File: src/design/set_assoc_cache_lru_sim_macros.svh
// ----------------------------------------------------------------------------
// Assertion macros used by the cache model RTL
// ----------------------------------------------------------------------------
`ifndef SET_ASSOC_CACHE_LRU_SIM_MACROS_SVH
`define SET_ASSOC_CACHE_LRU_SIM_MACROS_SVH

// Same-cycle implication, sampled on clk, off while rst_n is low.
`define SACL_ASSERT_IMP(label, ante, cons, msg) \
    label: assert property (@(posedge clk) disable iff (!rst_n) (ante) |-> (cons)) \
        else $error(msg);

// Next-cycle implication, sampled on clk, off while rst_n is low.
`define SACL_ASSERT_NXT(label, ante, cons, msg) \
    label: assert property (@(posedge clk) disable iff (!rst_n) (ante) |=> (cons)) \
        else $error(msg);

`endif

File: src/design/sacl_pkg.sv
`timescale 1ns / 1ps
// ----------------------------------------------------------------------------
// sacl_pkg
// Types, codes and helpers of the set-associative cache LRU model.
// ----------------------------------------------------------------------------
package sacl_pkg;

    localparam int MAX_SET_BITS = 8;
    localparam int MAX_WAYS     = 8;
    localparam int ADDR_WIDTH   = 64;
    localparam int N_SETS       = 1 << MAX_SET_BITS;
    localparam int SET_W        = MAX_SET_BITS;
    localparam int WAY_W        = $clog2(MAX_WAYS);
    localparam int AGE_W        = 3;
    localparam int CNT_W        = 32;

    localparam int SB_W       = 4;
    localparam int BB_W       = 6;
    localparam int WAYS_W     = 4;
    localparam int CFG_IDX_W  = 2;
    localparam int CFG_DATA_W = 6;

    localparam logic [AGE_W-1:0] AGE_MAX = '1;
    localparam logic [CNT_W-1:0] CNT_MAX = '1;

    // access kinds
    localparam logic [1:0] KIND_MODIFY = 2'd2;
    localparam logic [1:0] KIND_FETCH  = 2'd3;

    // lookup outcomes
    localparam logic [1:0] OC_HIT   = 2'd0;
    localparam logic [1:0] OC_FILL  = 2'd1;
    localparam logic [1:0] OC_EVICT = 2'd2;

    // configuration register indexes
    localparam logic [CFG_IDX_W-1:0] REG_SET_BITS   = 2'd0;
    localparam logic [CFG_IDX_W-1:0] REG_BLOCK_BITS = 2'd1;
    localparam logic [CFG_IDX_W-1:0] REG_WAYS       = 2'd2;

    typedef logic [ADDR_WIDTH-1:0] tag_t;

    typedef struct packed {
        logic             valid;
        tag_t             tag;
        logic [AGE_W-1:0] age;
    } line_t;

    typedef line_t [MAX_WAYS-1:0] row_t;

    typedef struct packed {
        logic             hit;
        logic [WAY_W-1:0] hit_way;
        logic             inv_found;
        logic [WAY_W-1:0] inv_way;
        logic [AGE_W-1:0] oldest;
        logic [WAY_W-1:0] victim;
    } scan_res_t;

    function automatic logic [AGE_W-1:0] age_inc(input logic [AGE_W-1:0] a);
        return (a == AGE_MAX) ? a : a + AGE_W'(1);
    endfunction

    function automatic logic [CNT_W-1:0] sat_inc(input logic [CNT_W-1:0] v);
        return (v == CNT_MAX) ? v : v + CNT_W'(1);
    endfunction

endpackage

File: src/design/sacl_scan.sv
`timescale 1ns / 1ps
// ----------------------------------------------------------------------------
// sacl_scan
// Shared tag compare unit: looks at one way per step and keeps the hit,
// first free way and oldest way found so far.
// ----------------------------------------------------------------------------
module sacl_scan (
    input  logic                       clk,
    input  logic                       rst_n,
    input  logic                       init,
    input  logic                       step,
    input  sacl_pkg::line_t            line,
    input  logic [sacl_pkg::WAY_W-1:0] way,
    input  sacl_pkg::tag_t             tag,
    output sacl_pkg::scan_res_t        res
);

    sacl_pkg::scan_res_t res_reg;
    sacl_pkg::scan_res_t res_next;

    always_comb
    begin
        res_next = res_reg;
        if (!res_reg.hit && line.valid && (line.tag == tag))
        begin
            res_next.hit     = 1'b1;
            res_next.hit_way = way;
        end
        if (!res_reg.inv_found && !line.valid)
        begin
            res_next.inv_found = 1'b1;
            res_next.inv_way   = way;
        end
        // later ways win ties
        if (line.valid && (line.age >= res_reg.oldest))
        begin
            res_next.oldest = line.age;
            res_next.victim = way;
        end
    end

    always_ff @(posedge clk or negedge rst_n)
    begin
        if (!rst_n)
        begin
            res_reg <= '0;
        end
        else if (init)
        begin
            res_reg <= '0;
        end
        else if (step)
        begin
            res_reg <= res_next;
        end
    end

    assign res = res_reg;

endmodule

File: config.mk
export PLATFORM = sky130hd
export DESIGN_NAME = sacl_scan
export DESIGN_NICKNAME = d
export VERILOG_FILES = /design/src/design/set_assoc_cache_lru_sim_macros.svh /design/src/design/sacl_pkg.sv /design/src/design/sacl_scan.sv
export SDC_FILE = /design/constraint.sdc
export NUM_CORES = 1
export LEC_CHECK = 0
export ABC_AREA = 0
export BUFFER_PORTS_ARGS = -buffer_cell sky130_fd_sc_hd__buf_2
export CELL_PAD_IN_SITES_DETAIL_PLACEMENT = 0
export CELL_PAD_IN_SITES_GLOBAL_PLACEMENT = 1
export CORE_MARGIN = 5
export CORE_UTILIZATION = 20
export DETAILED_ROUTE_END_ITERATION = 6
export PLACE_DENSITY = 0.78
export SETUP_SLACK_MARGIN = 0.5
export SLEW_MARGIN = 25
export SYNTH_ARGS = -nofsm -noshare
export SYNTH_HDL_FRONTEND = slang
export SYNTH_SLANG_ARGS = --single-unit
File: constraint.sdc
create_clock -name clk -period 1.7 [get_ports clk]
set_input_delay 0.085 -clock clk [delete_from_list [all_inputs] [get_ports clk]]
set_output_delay 0.085 -clock clk [all_outputs]
set_load 0.01 [all_outputs]
* After elaboration in Yosys (flattened, before gate mapping) *
Cells that the tools add are included.

word-level totals
  input bits = 139
  logic and storage cells = 27
  bits in registers = 14
  output and inout bits = 14

operators by class
  reductions and logical operators = 14
  eq/ne operators = 1
  multiplexer cells = 5
  magnitude comparators = 1

operators with widths
  operator             count
  $eq A64 B64 Y1       1
  $mux W14             2
  $mux W4              2
  $reduce_bool A2 Y1   4
  $mux W6              1
  $reduce_and A2 Y1    3
  $logic_and A1 B1 Y1  4
  $ge A3 B3 Y1         1
  $logic_not A1 Y1     3

* Depth between registers and ports, before layout *
Gate-level depths: netlist of run 1.

  depth in word-level cells = 6
  depth in mapped cells = 8
  gate-level depth less buffers = 8

* Worst setup path before layout of run 1 *
No wires, ideal clock.

  path kind = reg2reg
  from = register res_reg, in the netlist res[3]
  to = register res_reg, in the netlist res[0]
  library setup time = 0.132 ns
  path slack = 0.006 ns
  clock period less this slack = 1.694 ns
  required time = 1.568 ns
  data arrival time = 1.563 ns
  buffers on the path = 0
  stages on the path, launching flop included = 8
  cells stage by stage = dfrtp_1 -> ha_1 -> nand2b_1 -> a21o_1 -> a21oi_1 -> nor2_1 -> mux2i_1 -> nor2_1

between the ends
  cells in the longest elaborated chain, start to end = 4

ends and longest elaborated chain
  element                       RTL line         text
  from (decl)                   sacl_scan.sv:18  sacl_pkg::scan_res_t res_reg;
  from (signal assigned)        sacl_scan.sv:54  res_reg <= res_next;
  $ge A3 B3 Y1                  sacl_scan.sv:35  if (line.valid && (line.age >= res_reg.oldest))
  $logic_and A1 B1 Y1           sacl_scan.sv:35
  $reduce_bool A2 Y1 (no line)  --
  $reduce_and A2 Y1 (no line)   --

No other way between the ends.
A chain may end at the register's enable or synchronous reset.

* Final worst setup path of run 1 *
Same ends and word-level chain as after synthesis.

==> results of run 1 <==
==> cell usage in the layout (no fill, tap or decap), drive strengths merged, types with 4 or more instances in the layout <==
cell    instances
nand4          13
buf           157
inv            13
dfrtp          14
xnor2          54
nand2           4
nand3           5
nor2           12
nand2b          4
o21ai           5
a21oi           8
clkbuf          4
mux2i           7
==> power by group through the flow <==
stage | registers [mW] | logic, mW | clock network [mW]
after floorplan | 0.362 | 0.192 | 0
after global placement | 0.357 | 0.420 | 0
after detailed placement | 0.357 | 0.428 | 0
after CTS | 0.352 | 0.447 | 0.333
after global routing | 0.353 | 0.504 | 0.353
final | 0.352 | 0.452 | 0.319
==> critical path: stages (launching register included) <==
cell      delay [ns]
dfrtp_1         0.39
ha_1            0.29
nand2b_4        0.13
a21o_1          0.17
a21oi_4         0.17
nor2_4          0.08
mux2i_1         0.14
nor2_1          0.06
==> cells by family after synthesis <==
group,after synthesis,share of synthesized area (%)
buffers and inverters,14,3.767
multiplexers,7,5.023
AO/OA/AOI/OAI,23,11.39
XOR/XNOR,55,34.53
adder cells (fa/ha/maj),3,2.691
AND/OR/NAND/NOR,45,17.49
flip-flops,14,25.11
==> repair_timing <==
item                                    in CTS  in global routing
hold buffers                                 1                  0
buffers inserted                             2                  2
gates resized for setup                      8                 11
hold endpoints to repair                    14                  0
pin swaps                                    4                  6
endpoints found under the setup margin      12                 10
==> cell type report <==
cell class	count	area, µm²
Inverter	13	51.30
Timing Repair Buffer	158	808.3
Clock buffer	4	55.05
Multi-Input combinational cell	133	1099
Fill cell	731	4310
Sequential cell	14	350.3
Tap cell	96	120.1
==> per-layer routing <==
layer / part of all wire [%] / routed length, µm / track usage, %
met4: 0.34 / 17 / 1.465
met5: 0 / 0 / 0
met2: 50 / 2497 / 20.25
met1: 36 / 1812 / 12.64
met3: 13 / 652 / 4.023
==> stage by stage <==
| step | area, µm² | cells | setup WS (ns) |
|---|---|---|---|
| floorplan | 1414 | 161 | 0.1456 |
| detailed placement | 2298 | 409 | 0.1128 |
| finish | 2484 | 418 | 0.1221 |
| CTS | 2434 | 416 | 0.1122 |
| global route | 2484 | 418 | 0.03266 |
| global placement | 2298 | 409 | 0.1389 |
==> worst max-delay path by stage <==
stage                 from      to  slack, ns  depth (start not counted)
floorplan           res[3]  res[0]       0.15                          7
CTS                 res[3]  res[1]       0.11                          7
detailed placement  res[3]  res[2]       0.11                          7
global placement    res[3]  res[3]       0.14                          7
global route        res[3]  res[0]       0.03                          7
finish              res[3]  res[0]       0.12                          7
==> out/qor.yml, run 1 <==
period_share_pct: 92.82
synthCells: 161
worstHoldPathCells: 3
insertedDiodeCount: 0
die_area_um2: 8746
area_growth_pct: 78.03
grt_use_total_pct: 11.12
cp.arrival_ns: 1.70
power_mw: 1.124
grt_max_degree: 15
synth_fp_nets: 303
hold_end: "res[5]"
cp-end-kind: "flip-flop"
min-delay-start: "line[2]"
critPathMaxFanout: 6
p_comb_share_pct: 40.3
maxSlewViolCount: 0
gp_congestion: 0.6834
io_buffers: 152
syn_avg_cell_area_um2: 8.665
regToRegEndpoint: "res[0]"
numCtsBuffers: 3
cts_buffer_depth: 2
layout-drive-gt1-share_pct: 54.97
hp-class: "in -> reg"
p_per_area_nw_per_um2: 452.5
largest_reg_flops: 14
die_w_um: 93.52
route.detailed.drc: 0
p_seq_share_pct: 31.3
ant_nets: 0
grt_pass1_vias: 1843
ios: 153
worst_slew_pin_slew_ns: 0.3443
nets: 465
p_leak_nw: 1.191
slew_headroom_pct: 76.87
start_util_pct: 20.53
synthFlopType: "dfrtp_1"
rsz0062_at_grt: "yes"
ys_top_cells_by_area: "xnor2_1 34%, dfrtp_1 25%, nand4_1 5.8%"
crit_required_ns: 1.82
clock_sinks: 14
synth_top_area_cell: "xnor2_1"
grt_overflow: 0
num_rows: 30
max_freq_ghz: 0.6338
avgRoutedWirePerCell_um: 11.91
antenna_found_initial: 0
synth_seq_cells: 14
p_int_mw: 0.8113
via_count: 1721
fin_crit_ns: 1.578
hold_viol_final: 0
clk-insertion-delay-late_ns: 0.24
synth_top_area_share_pct: 33.90
firstDrtPassIters: 4
r2r_slack_ns: 0.12
reg2reg_depth: 7
p_sw_mw: 0.3127
irDropWorstVdd_uv: 236.9
setup-tns-final_ns: 0
die_y_um: 93.52
drv_cap: 0
p_sw_share_pct: 27.82
async_flop_share_pct: 100.0
grt_pass1_wl_mm: 8.052
r2r_start: "res[3]"
syn_area_um2: 1395
finalWirelength_mm: 4.979
synth_edf_count: 0
synth_warnings: 0
cts.clk_slew.worst_paths_ns: 0.06
path_class: "reg -> reg"
clockPowerShare_pct: 28.4
synth_most_common_cell: "xnor2_1"
status: "complete, no violations"
cp-start-kind: "flip-flop"
dp_hpwl_mm: 4.563
drt_iter0_drc: 18
avgViaCountPerCell: 4.117
utilization_pct: 36.56
synth_commonest_cells: "54 x xnor2_1, 14 x dfrtp_1, 13 x inv_1, 13 x nand4_1, 12 x nor2_1"
hold_ws_ns: 0.1055
ys_seq_area_share_pct: 25.11
cts_tree: "yes"
clockRootBuffer: "clkbuf_8"
synthDistinctLibCells: 27
h-tree-depth: 1
finalClockSkew_ns: 0.004175
setup_violations: 0
core_um2: 6794
Note: power is estimated with default switching activity, not from simulation.
==> inputs of run 2 (changes only) <==
BUFFER_PORTS_ARGS = -buffer_cell sky130_fd_sc_hd__buf_4   (was -buffer_cell sky130_fd_sc_hd__buf_2)
CORE_MARGIN = 2   (was 5)
==> out/qor.yml, run 2 (synthesis gave the netlist of run 1 again) <==
met1Wirelength_mm: 1.896  # +4.6%
maxSlewViolCount: 0  # unchanged
layout.area.seq_um2: 350.3  # unchanged
hp-class: "in -> reg"
h-tree-depth: 1  # unchanged
insertedDiodeCount: 0  # unchanged
max_freq_ghz: 0.6487  # +2.4%
maxUsedRoutingLayer: "met4"
p_per_area_nw_per_um2: 429.9  # -5.0%
critPathMaxFanout: 6  # unchanged
fin_crit_ns: 1.542  # -0.03632 ns
firstDrtPassIters: 4  # unchanged
die_w_um: 87.52  # -6.4%
num_rows: 30  # unchanged
avgRoutedWirePerCell_um: 12.36  # +3.7%
setup_violations: 0  # unchanged
layout-drive-gt1-share_pct: 55.00  # about the same
die_area_um2: 7660  # -12%
r2r_slack_ns: 0.16  # +0.04 ns
die_y_um: 87.52  # -6.4%
via_count: 1730  # +0.52%
cts_tree: "yes"
wl_met2_mm: 2.543  # +1.8%
io_buffers: 152  # unchanged
grt_overflow: 0  # unchanged
grt_use_total_pct: 12.30  # +1.2 points
ant_nets: 0  # unchanged
cp.arrival_ns: 1.67  # -0.03 ns
grt_pass1_vias: 1778  # -3.5%
cp-start-kind: "flip-flop"
dp_hpwl_mm: 4.397  # -3.6%
slew_headroom_pct: 77.63  # +0.75 points
finalClockSkew_ns: 0.001997  # -0.002178 ns
drt_iter0_drc: 14  # -4
crit_required_ns: 1.83  # about the same
area_growth_pct: 104.8
largest_reg_flops: 14  # unchanged
irDropWorstVdd_uv: 219.7  # -7.3%
layout.cells.non_filler: 400  # -4.3%
numCtsBuffers: 3  # unchanged
grt_pass1_wl_mm: 7.569  # -6.0%
status: "complete, no violations"
worst_slew_pin_slew_ns: 0.3330  # -0.01123 ns
route.detailed.drc: 0  # unchanged
dp.cells: 392  # -4.2%
core_um2: 6756  # -0.55%
clk-insertion-delay-late_ns: 0.24  # about the same
hold_viol_final: 0  # unchanged
layout_common_cells: "154 x buf_4, 51 x xnor2_1, 14 x dfrtp_1"
clock_sinks: 14  # unchanged
finalWirelength_mm: 4.942  # -0.74%
cts_buffer_depth: 2  # unchanged
final_common_cell: "buf_4"
antenna_found_initial: 0  # unchanged
clockRootBuffer: "clkbuf_8"
nets: 463  # -0.43%
avgViaCountPerCell: 4.325  # +5.0%
cp-end-kind: "flip-flop"
rsz0062_at_grt: "yes"
met3_length_um: 457  # -30%
start_util_pct: 20.65  # +0.11 points
fillCellCount: 678  # -7.3%
period_share_pct: 90.68  # -2.1 points
ios: 153  # unchanged
path_class: "reg -> reg"
grt_max_degree: 15  # unchanged
setup-tns-final_ns: 0  # unchanged
p_leak_nw: 1.331  # +12%
gp_congestion: 0.7738  # +13%
drv_cap: 0  # unchanged
multiInputGateArea_um2: 1124  # +2.3%
cts.clk_slew.worst_paths_ns: 0.06  # about the same
-- run 2: changes by cell type in the layout (fill, tap and decap cells not counted) --
| cell | previous run | this run |
|---|---|---|
| buf_2 | 152 | 0 |
| buf_4 | 5 | 154 |
| xnor2_1 | 54 | 51 |
| xnor2_2 | 0 | 3 |
| buf_6 | 0 | 1 |
| nand2_1 | 3 | 4 |
| nand2_2 | 1 | 0 |
| nor4_2 | 2 | 1 |
| nor4_4 | 1 | 2 |
| o21ai_0 | 1 | 2 |
| o21ai_2 | 1 | 0 |
-- run 2: power breakdown --
part	switching (mW)	leakage [nW]	total [mW]	internal (mW)
Sequential	0.00771	0.192	0.352	0.344
Combinational	0.197	1.11	0.556	0.359
Clock	0.115	0.0288	0.320	0.205
Total	0.320	1.33	1.23	0.908
-- run 2: final cells by class --
type                            count  area share, %
Sequential cell                    14          12.26
Timing Repair Buffer              156          41.20
Tap cell                           80          3.503
Clock buffer                        4          1.926
Inverter                           13          1.795
Multi-Input combinational cell    133          39.32
-- run 2: metrics by stage --
stage / hold slack, ns / power [mW] / utilization [%] / setup WS [ns] / instance area [µm²]
final: 0.09759 / 1.228 / 42.30 / 0.1584 / 2858
after CTS: 0.09129 / 1.231 / 41.30 / 0.1257 / 2790
after global placement: -0.05282 / 0.8758 / 39.24 / -0.0004229 / 2651
after global routing: 0.1004 / 1.315 / 42.30 / 0.03845 / 2858
after floorplan: -0.2106 / 0.5544 / - / 0.1456 / 1414
after detailed placement: -0.04962 / 0.8838 / 39.24 / 0.03498 / 2651
-- run 2: final timing paths --
path,to,from,cells after the start
worst max-delay path,res[3],res[3],7
worst min-delay path,res[5],line[2],3
worst max register to register,res[3],res[3],7
worst min register to register,res[6],res[6],2
max in group asynchronous,res[12],rst_n,2
min in group asynchronous,res[5],rst_n,2
-- run 2: worst max-delay path, stage by stage (launching register included) --
cell	delay, ns
dfrtp_1	0.38
ha_1	0.29
nand2b_4	0.13
a21o_1	0.18
a21oi_4	0.17
nor2_4	0.08
mux2i_1	0.15
nor2_1	0.06
-- run 2: routing by layer --
layer  vias up  GRT usage, %
met4         0         2.517
met1       750         14.53
met2       101         23.07
met3         4         2.180
met5         -             0
li1        875             -
-- run 2: repair_timing --
item | 4_1_cts | 5_1_grt
gates resized for setup | 12 | 9
pin swaps | 4 | 10
buffers inserted | 2 | 1
hold endpoints to repair | 14 | 0
hold buffers | 1 | 0
setup endpoints to repair | 12 | 12
==> inputs of run 3 (changes only) <==
CORE_ASPECT_RATIO = 1.2   (was not set)
PLACE_DENSITY = 0.81   (was 0.78)
==> out/qor.yml, run 3 (synthesis gave the netlist of run 1 again) <==
p_leak_nw: 1.295  # -2.7%
cp.arrival_ns: 1.68  # about the same
fillCellCount: 691  # +1.9%
setup-tns-final_ns: 0  # unchanged
hold_ws_ns: 0.1013  # +0.003750 ns
reg2reg_depth: 7  # unchanged
cts_tree: "yes"
numCtsBuffers: 3  # unchanged
via_count: 1740  # +0.58%
layout.area.seq_um2: 350.3  # unchanged
avgRoutedWirePerCell_um: 11.47  # -7.2%
maxSlewViolCount: 0  # unchanged
crit_required_ns: 1.83  # about the same
grt_max_degree: 15  # unchanged
finalClockSkew_ns: 0.0008635  # -0.001133 ns
setup_violations: 0  # unchanged
ant_nets: 0  # unchanged
multiInputGateArea_um2: 1057  # -5.9%
r2r_start: "res[3]"
r2r_slack_ns: 0.15  # about the same
area_growth_pct: 100.4
cp-end-kind: "flip-flop"
worstHoldPathCells: 3  # unchanged
period_share_pct: 91.09  # +0.41 points
clock_sinks: 14  # unchanged
layout_common_cells: "155 x buf_4, 54 x xnor2_1, 14 x dfrtp_1"
cts_buffer_depth: 2  # unchanged
dp_hpwl_mm: 4.285  # -2.5%
rsz0062_at_grt: "yes"
critPathMaxFanout: 6  # unchanged
avgViaCountPerCell: 4.275  # -1.2%
slew_headroom_pct: 77.12  # -0.51 points
final_common_cell: "buf_4"
fin_crit_ns: 1.548  # +0.006916 ns
clockRootBuffer: "clkbuf_8"
drv_cap: 0  # unchanged
p_per_area_nw_per_um2: 430.6  # +0.17%
hold_end: "res[9]"
gp_congestion: 0.7464  # -3.5%
worst_slew_pin_slew_ns: 0.3426  # +0.009534 ns
power_mw: 1.204  # -2.0%
insertedDiodeCount: 0  # unchanged
drt_iter0_drc: 25  # +11
regToRegEndpoint: "res[0]"
core_um2: 6813  # +0.83%
cts.clk_slew.worst_paths_ns: 0.06  # about the same
h-tree-depth: 1  # unchanged
min-delay-start: "step"
path_class: "reg -> reg"
route.detailed.drc: 0  # unchanged
firstDrtPassIters: 5  # +1
hold_viol_final: 0  # unchanged
max_freq_ghz: 0.6458  # -0.45%
largest_reg_flops: 14  # unchanged
irDropWorstVdd_uv: 221.5  # +0.82%
nets: 463  # unchanged
die_area_um2: 7662  # about the same
die_w_um: 80.24  # -8.3%
hp-class: "in -> reg"
layout-drive-gt1-share_pct: 53.75  # -1.3 points
io_buffers: 152  # unchanged
utilization_pct: 41.05  # -1.2 points
antenna_found_initial: 0  # unchanged
status: "complete, no violations"
finalWirelength_mm: 4.668  # -5.5%
grt_overflow: 0  # unchanged
grt_pass1_vias: 1847  # +3.9%
ios: 153  # unchanged
die_y_um: 95.49  # +9.1%
clk-insertion-delay-late_ns: 0.24  # about the same
grt_use_total_pct: 12.20  # -0.090 points
cp-start-kind: "flip-flop"
start_util_pct: 20.48  # -0.17 points
num_rows: 33  # +10%
grt_pass1_wl_mm: 7.583  # +0.18%
[run 3: what timing repair did]
| item | CTS | global route |
|---|---|---|
| buffers inserted | 2 | 0 |
| endpoints found under the setup margin | 10 | 10 |
| hold buffers | 1 | 0 |
| gates resized for setup | 7 | 4 |
| pin swaps | 5 | 8 |
| endpoints found under the hold margin | 14 | 0 |
[run 3: power by group]
group	leakage [nW]	total (mW)	switching (mW)	internal (mW)
sequential	0.192	0.351	0.00693	0.344
combinational	1.07	0.532	0.183	0.348
clock	0.0288	0.321	0.116	0.205
[run 3: how the worst max path moves through the flow]
stage                        end   start
final                     res[0]  res[3]
after global routing      res[3]  res[3]
after CTS                 res[2]  res[3]
after detailed placement  res[1]  res[3]
after global placement    res[3]  res[3]
after floorplan           res[0]  res[3]
[run 3: through the flow]
| stage | cell area [µm²] | std cells | worst slack, ns |
|---|---|---|---|
| 2_1_floorplan | 1414 | 161 | 0.1456 |
| 6_report | 2796 | 407 | 0.1515 |
| 3_5_place_dp | 2668 | 400 | 0.1162 |
| 3_3_place_gp | 2668 | 400 | 0.1342 |
| 4_1_cts | 2775 | 407 | 0.1095 |
| 5_1_grt | 2796 | 407 | 0.08193 |
[run 3: routing by layer]
metal  vias to the layer above  GRT usage [%]  wire [µm]
met5                         -              0          0
met4                         0          2.119         27
met3                         2          2.083        433
met2                        98          25.97       2662
met1                       764          12.04       1545
li1                        876              -          -
[run 3: worst max-delay path, stage by stage (launching register included)]
cell      delay (ns)
dfrtp_1         0.38
ha_1            0.29
nand2b_4        0.13
a21o_1          0.18
a21oi_4         0.16
nor2_4          0.08
mux2i_1         0.15
nor2_1          0.06
[run 3: layout make-up]
type	instances	area share [%]
multi-input combinational	133	37.81
clock buffer	4	1.969
tap	87	3.893
timing repair buffer	156	41.97
sequential	14	12.53
inverter	13	1.834
